==> src/hw/rtl/range_distinct_count_window_top_defines.svh <==
// Assertion macros shared by the range distinct count window RTL.
`ifndef RANGE_DISTINCT_COUNT_WINDOW_TOP_DEFINES_SVH
`define RANGE_DISTINCT_COUNT_WINDOW_TOP_DEFINES_SVH

`ifndef SYNTH

// Check that cond holds at every clock edge outside reset.
`define RDCW_ASSERT_ALW(lbl, cond) \
  lbl: assert property (@(posedge clk) disable iff (!rst_n) (cond)) \
    else $error("rdcw: invariant violated");

// Check that cons holds in the same cycle as ante.
`define RDCW_ASSERT_IMP(lbl, ante, cons) \
  lbl: assert property (@(posedge clk) disable iff (!rst_n) (ante) |-> (cons)) \
    else $error("rdcw: same-cycle implication violated");

// Check that cons holds in the cycle after ante.
`define RDCW_ASSERT_NXT(lbl, ante, cons) \
  lbl: assert property (@(posedge clk) disable iff (!rst_n) (ante) |=> (cons)) \
    else $error("rdcw: next-cycle implication violated");

`else

`define RDCW_ASSERT_ALW(lbl, cond)
`define RDCW_ASSERT_IMP(lbl, ante, cons)
`define RDCW_ASSERT_NXT(lbl, ante, cons)

`endif

`endif

==> src/hw/rtl/rdcw_pkg.sv <==
// Types, constants and codes of the range distinct count window block.
package rdcw_pkg;

  // Sizing; both values must be powers of two.
  localparam int MAX_LENGTH  = 1024;
  localparam int VALUE_RANGE = 1024;

  localparam int ADDR_W = $clog2(MAX_LENGTH);
  localparam int VAL_W  = $clog2(VALUE_RANGE);
  localparam int CNT_W  = $clog2(MAX_LENGTH + 1);

  // Field widths of the beats.
  localparam int CMD_W  = 1;
  localparam int POS_W  = 11;
  localparam int EVAL_W = 10;
  localparam int TAG_W  = 16;
  localparam int DCNT_W = 11;

  localparam logic [CMD_W-1:0] CMD_LOAD  = 1'b0;
  localparam logic [CMD_W-1:0] CMD_QUERY = 1'b1;

  typedef struct packed {
    logic [CMD_W-1:0]  command;
    logic [POS_W-1:0]  position;
    logic [EVAL_W-1:0] element_value;
    logic [POS_W-1:0]  range_left;
    logic [POS_W-1:0]  range_right;
    logic [TAG_W-1:0]  query_tag;
  } in_item_t;

  typedef struct packed {
    logic [DCNT_W-1:0] distinct_count;
    logic [TAG_W-1:0]  result_tag;
  } out_item_t;

  typedef enum logic [3:0] {
    ST_CLEAR,
    ST_IDLE,
    ST_DECODE,
    ST_PICK,
    ST_FETCH,
    ST_UPDATE,
    ST_LD_FETCH_OLD,
    ST_LD_UPD_OLD,
    ST_LD_FETCH_NEW,
    ST_LD_UPD_NEW,
    ST_LD_WR,
    ST_REPLY
  } rdcw_state_t;

  // Source of the value whose histogram entry is fetched.
  typedef enum logic [1:0] {
    FS_NONE,
    FS_STORE,
    FS_LOAD
  } fetch_src_t;

  // Histogram update applied to the fetched entry.
  typedef enum logic [1:0] {
    HOP_NONE,
    HOP_ENTER,
    HOP_LEAVE,
    HOP_MOVE
  } hist_op_t;

  typedef struct packed {
    logic       clr_step;
    logic       accept;
    logic       pick;
    fetch_src_t fetch;
    hist_op_t   hop;
    logic       store_wr;
    logic       out_load;
  } rdcw_cmd_t;

  typedef struct packed {
    logic clr_last;
    logic is_query;
    logic item_bad;
    logic in_window;
    logic move_pending;
    logic out_free;
  } rdcw_sts_t;

endpackage

==> src/hw/rtl/rdcw_ctrl.sv <==
// Sequencer of the range distinct count window block.
`include "range_distinct_count_window_top_defines.svh"

module rdcw_ctrl (
  input  logic                clk,
  input  logic                rst_n,
  input  logic                in_valid,
  output logic                in_stall,
  input  rdcw_pkg::rdcw_sts_t sts,
  output rdcw_pkg::rdcw_cmd_t cmd
);
  import rdcw_pkg::*;

  rdcw_state_t state_r, state_nxt;

  always_ff @(posedge clk) begin
    if (!rst_n) begin
      state_r <= ST_CLEAR;
    end else begin
      state_r <= state_nxt;
    end
  end

  always_comb begin
    state_nxt    = state_r;
    cmd          = '0;
    cmd.fetch    = FS_NONE;
    cmd.hop      = HOP_NONE;
    in_stall     = 1'b1;
    case (state_r)
      ST_CLEAR: begin
        cmd.clr_step = 1'b1;
        if (sts.clr_last) begin
          state_nxt = ST_IDLE;
        end
      end
      ST_IDLE: begin
        in_stall = 1'b0;
        if (in_valid) begin
          cmd.accept = 1'b1;
          state_nxt  = ST_DECODE;
        end
      end
      ST_DECODE: begin
        if (sts.is_query) begin
          state_nxt = sts.item_bad ? ST_REPLY : ST_PICK;
        end else if (sts.item_bad) begin
          state_nxt = ST_IDLE;
        end else if (sts.in_window) begin
          state_nxt = ST_LD_FETCH_OLD;
        end else begin
          state_nxt = ST_LD_WR;
        end
      end
      ST_PICK: begin
        if (sts.move_pending) begin
          cmd.pick  = 1'b1;
          state_nxt = ST_FETCH;
        end else begin
          state_nxt = ST_REPLY;
        end
      end
      ST_FETCH: begin
        cmd.fetch = FS_STORE;
        state_nxt = ST_UPDATE;
      end
      ST_UPDATE: begin
        cmd.hop   = HOP_MOVE;
        state_nxt = ST_PICK;
      end
      ST_LD_FETCH_OLD: begin
        cmd.fetch = FS_STORE;
        state_nxt = ST_LD_UPD_OLD;
      end
      ST_LD_UPD_OLD: begin
        cmd.hop   = HOP_LEAVE;
        state_nxt = ST_LD_FETCH_NEW;
      end
      ST_LD_FETCH_NEW: begin
        cmd.fetch = FS_LOAD;
        state_nxt = ST_LD_UPD_NEW;
      end
      ST_LD_UPD_NEW: begin
        cmd.hop   = HOP_ENTER;
        state_nxt = ST_LD_WR;
      end
      ST_LD_WR: begin
        cmd.store_wr = 1'b1;
        state_nxt    = ST_IDLE;
      end
      ST_REPLY: begin
        if (sts.out_free) begin
          cmd.out_load = 1'b1;
          state_nxt    = ST_IDLE;
        end
      end
      default: begin
        state_nxt = ST_IDLE;
      end
    endcase
  end

  // The clearing pass runs once after reset and never again.
  `RDCW_ASSERT_NXT(a_clear_once, state_r != ST_CLEAR, state_r != ST_CLEAR)
  // A result only lands in a free output register.
  `RDCW_ASSERT_IMP(a_load_free, cmd.out_load, sts.out_free && state_r == ST_REPLY)
  // Beats are taken only while idle.
  `RDCW_ASSERT_IMP(a_take_idle, !in_stall, state_r == ST_IDLE)

endmodule

==> config.mk <==
export PLATFORM = sky130hd
export DESIGN_NAME = rdcw_ctrl
export DESIGN_NICKNAME = d
export VERILOG_FILES = /design/src/hw/rtl/rdcw_pkg.sv /design/src/hw/rtl/rdcw_ctrl.sv
export VERILOG_INCLUDE_DIRS = /design/src /design/src/hw/rtl
export SDC_FILE = /design/constraint.sdc
export NUM_CORES = 1
export LEC_CHECK = 0
export ABC_AREA = 1
export BUFFER_PORTS_ARGS = -buffer_cell sky130_fd_sc_hd__buf_2
export CAP_MARGIN = 30
export CORE_AREA = 2 2 39 41
export CTS_CLUSTER_DIAMETER = 40
export DETAILED_ROUTE_END_ITERATION = 10
export DIE_AREA = 0 0 41 43
export MAX_ROUTING_LAYER = met4
export PLACE_DENSITY_LB_ADDON = 0.25
export RECOVER_POWER = 100
export SYNTH_ARGS = -nofsm -noshare
export SYNTH_HDL_FRONTEND = slang
export SYNTH_SLANG_ARGS = --single-unit
==> constraint.sdc <==
create_clock -name clk -period 1.1 [get_ports clk]
set_input_delay 0 -clock clk [delete_from_list [all_inputs] [get_ports clk]]
set_output_delay 0 -clock clk [all_outputs]
set_load 0.02 [all_outputs]
==> flow_summary_export.csv <==
group,metric,value,unit
min_path,timing.hold.worst_endpoint,"state_r[0]",
finish,stdcell_count,124,
critical_path,worst-path-max-fanout,4,
floorplanning,fp.dieH,43,um
synthesis,yosys-top-cells-area,"dfxtp_1, nand2_1, nor2_1",
finish,top_register,"state_r",
timing,worst_clock_skew,0.002705,ns
floorplanning,effective_utilization_at_floorplan,0.3002,
global_route,globalRouteTotalUtil,0.1562,
synthesis,yosysUniqueCellTypes,12,
synthesis,postSynthNetCount,91,
global_route,first_global_vias,469,
timing,final_period_util,1.043,
global_route,grt_first_pass_wirelength,1.745,mm
placed_design,place.detailed.hpwl,921.4,um
synthesis,synthesis.area_per_instance,5.066,um2
route,wirelength,1.168,mm
synthesis,synth_largest_type_area_fraction,0.1928,
critical_path,critical-path-slowest-cell,"dfxtp_4",
clock_tree,clkTransAtPathRegs,0.04,ns
route,drt-vias-per-instance,4.589,
floorplanning,std_cell_rows,14,
critical_path,cp-end-kind,"output port",
finish,area_growth_from_synthesis_to_layout,75.60,%
finish,drive_gt1_frac,0.5278,
finish,largest_register_ff_count,4,
floorplanning,die_w,41,um
critical_path,worstSetupPathType,"register to output port",
timing,final-hold-violation-count,0,
critical_path,worst_path_dominant_cell_family,"flip-flops",
route,routedWlPerCell,9.419,um
synthesis,synthDominantAreaCellType,"dfxtp_1",
critical_path,reg2reg_slack,-0.01,ns
critical_path,worstPathArrival,1.15,ns
critical_path,worst_path_buf_inv,2,
timing,timing_worst_slew_pin_value,0.2100,ns
min_path,hold_path_class,"input port to register",
route,via_count,569,
route,drt_pass1_iterations,4,
finish,layout_net_count,119,
global_route,antenna_found_initial,0,
placed_design,finalWeightedCongestion,0.7566,
placed_design,placed_cells_incl_taps,120,
outcome,failed_checks,"negative setup slack",
route,drc_errors,0,
synthesis,synth_warnings,0,
power,power_per_cell_area,2126,nW/um2
job,max_cap_violations,0,
synthesis,syn-cell-area,415.4,um2
clock_tree,clock_tree_buf_depth,2,
timing,whs,0.1045,ns
timing,setup-violations-final,6,
clock_tree,htree_levels,1,
finish,largestRegisters,"state_r x4",
timing,fmaxAchievable,0.8713,GHz
synthesis,post_synthesis_register_bit_count,4,
critical_path,timing.critical_path.required,1.10,ns
critical_path,critical_path.startpoint_type,"register",
global_route,pin_count_of_the_biggest_net_entering_global_routing,6,
floorplanning,design.core.area,1384,um2
global_route,globalRouteOverflowTotal,0,
clock_tree,clock_sink_count,4,
timing,final_max_slew_viol_count,0,
timing,slew_headroom,0.8589,
clock_tree,clock_insertion_delay_worst_skew,0.24,ns
outcome,outcome,"finished, violations left",
critical_path,timing.rr.end,"state_r[1]",
timing,fin_crit,1.148,ns
min_path,worst_hold_startpoint,"sts[5]",
finish,antenna_cells_inserted,0,
timing,rsz_0062_raised_after_global_routing,"yes",
critical_path,rr_worst_depth,8,
clock_tree,root_buffer_selected_by_cts,"clkbuf_4",
floorplanning,top_level_ports,19,
critical_path,r2r_start,"state_r[3]",
power,static-leakage-power,0.3981,nW
clock_tree,tritoncts_clock_tree,"done",
route,initialDrtViolationCount,7,
power,vdd_drop_max,0.8689,mV
synthesis,postSynthCellCount,82,
timing,layout_setup_ws,-0.04767,ns
floorplanning,die-area,1763,um2
critical_path,crit_path_max_cell_delay,0.36,ns
critical_path,critical_path.cell_chain,"inv_2 > nand2_2 > nor3_4 > buf_6",
synthesis,ys_seq_area_frac,0.1928,
min_path,timing.hold.worst_path_depth,5,
route,antenna_violating_nets_post_route,0,
clock_tree,cts-buffers-inserted,3,
placed_design,io_buffers,18,
==> cells by family after synthesis <==
logic type	Yosys count	synth area share
buffers and inverters	18	0.1626
DFF	4	0.1928
AOI/OAI and AO/OA	6	0.07227
and+or+nand+nor	54	0.5723
==> placed cells by master (no fill, tap or decap) <==
cell type      instances
nor2_4                 5
dlygate4sd3_1          1
nand2_4                2
nor3_4                 1
nand2_2                5
inv_1                  9
buf_6                  6
inv_2                  6
clkbuf_4               3
buf_2                  9
buf_4                  7
inv_4                  3
o21ai_1                3
nand2_1               17
nand3_2                1
nor3_2                 1
nor3_1                 1
a21oi_1                3
nor2_1                11
dfxtp_4                4
nor2_2                 4
nand3_1                6
==> Yosys cell counts <==
cell type,number
o21ai_1,3
inv_2,6
nand3_2,1
nor2_1,16
nand2_2,3
nor3_1,3
nand2_1,21
nand3_1,6
a21oi_1,3
inv_1,12
nor2_2,4
dfxtp_1,4
==> through the flow <==
stage | area, um2 | power, mW | setup WS, ns | setup TNS (ns) | utilization
6_report | 729.5 | 1.551 | -0.04767 | -0.1459 | 0.5271
5_1_grt | 729.5 | 1.668 | -0.09090 | -0.6783 | 0.5271
4_1_cts | 720.7 | 1.542 | -0.05261 | -0.1492 | 0.5208
3_5_place_dp | 571.8 | 1.124 | -0.05167 | -0.08189 | 0.4132
3_3_place_gp | 571.8 | 1.129 | -0.05312 | -0.09350 | 0.4132
2_1_floorplan | 431.7 | 0.8716 | -0.0004552 | -0.0004552 | -
==> power by group <==
group / internal, mW / leakage [nW] / total, mW / switching [mW]
registers: 0.218 / 0.0356 / 0.337 / 0.119
clock network: 0.122 / 0.0138 / 0.185 / 0.0630
logic: 0.410 / 0.349 / 1.03 / 0.619
==> worst reg2reg max path: cells and delay by family, from the launching register on <==
| family | cells | cell delay (ns) |
|---|---|---|
| and+or+nand+nor | 5 | 0.43 |
| DFF | 1 | 0.36 |
| buffers and inverters | 2 | 0.15 |
| AOI/OAI and AO/OA | 1 | 0.05 |
==> routing by layer <==
metal	track usage	wire (um)
met1	0.1571	468
met2	0.2563	594
met3	0.01571	64
met4	0.1200	40
met5	-	0
==> worst max-delay path by stage <==
stage	from	cells past startpoint	endpoint
3_3_place_gp	state_r[1]	7	state_r[0]
2_1_floorplan	state_r[1]	4	state_r[2]
6_report	state_r[3]	4	cmd[6]
3_5_place_dp	state_r[1]	7	state_r[0]
5_1_grt	state_r[1]	8	state_r[3]
4_1_cts	state_r[2]	5	cmd[0]
==> final cells by class <==
cell class	count	area (um2)
Multi-Input combinational cell	60	341.6
Timing Repair Buffer	23	175.2
Fill cell	132	654.4
Inverter	18	75.07
Clock buffer	3	22.52
Tap cell	16	20.02
Sequential cell	4	95.09
==> repair_timing <==
item,in CTS,in global routing
gates resized for setup,40,3
hold endpoints to repair,1,0
endpoints found under the setup margin,13,11
buffers inserted,1,0
hold buffers,1,0
pin swaps,3,0
No activity file was read; power rests on OpenSTA's default activity.
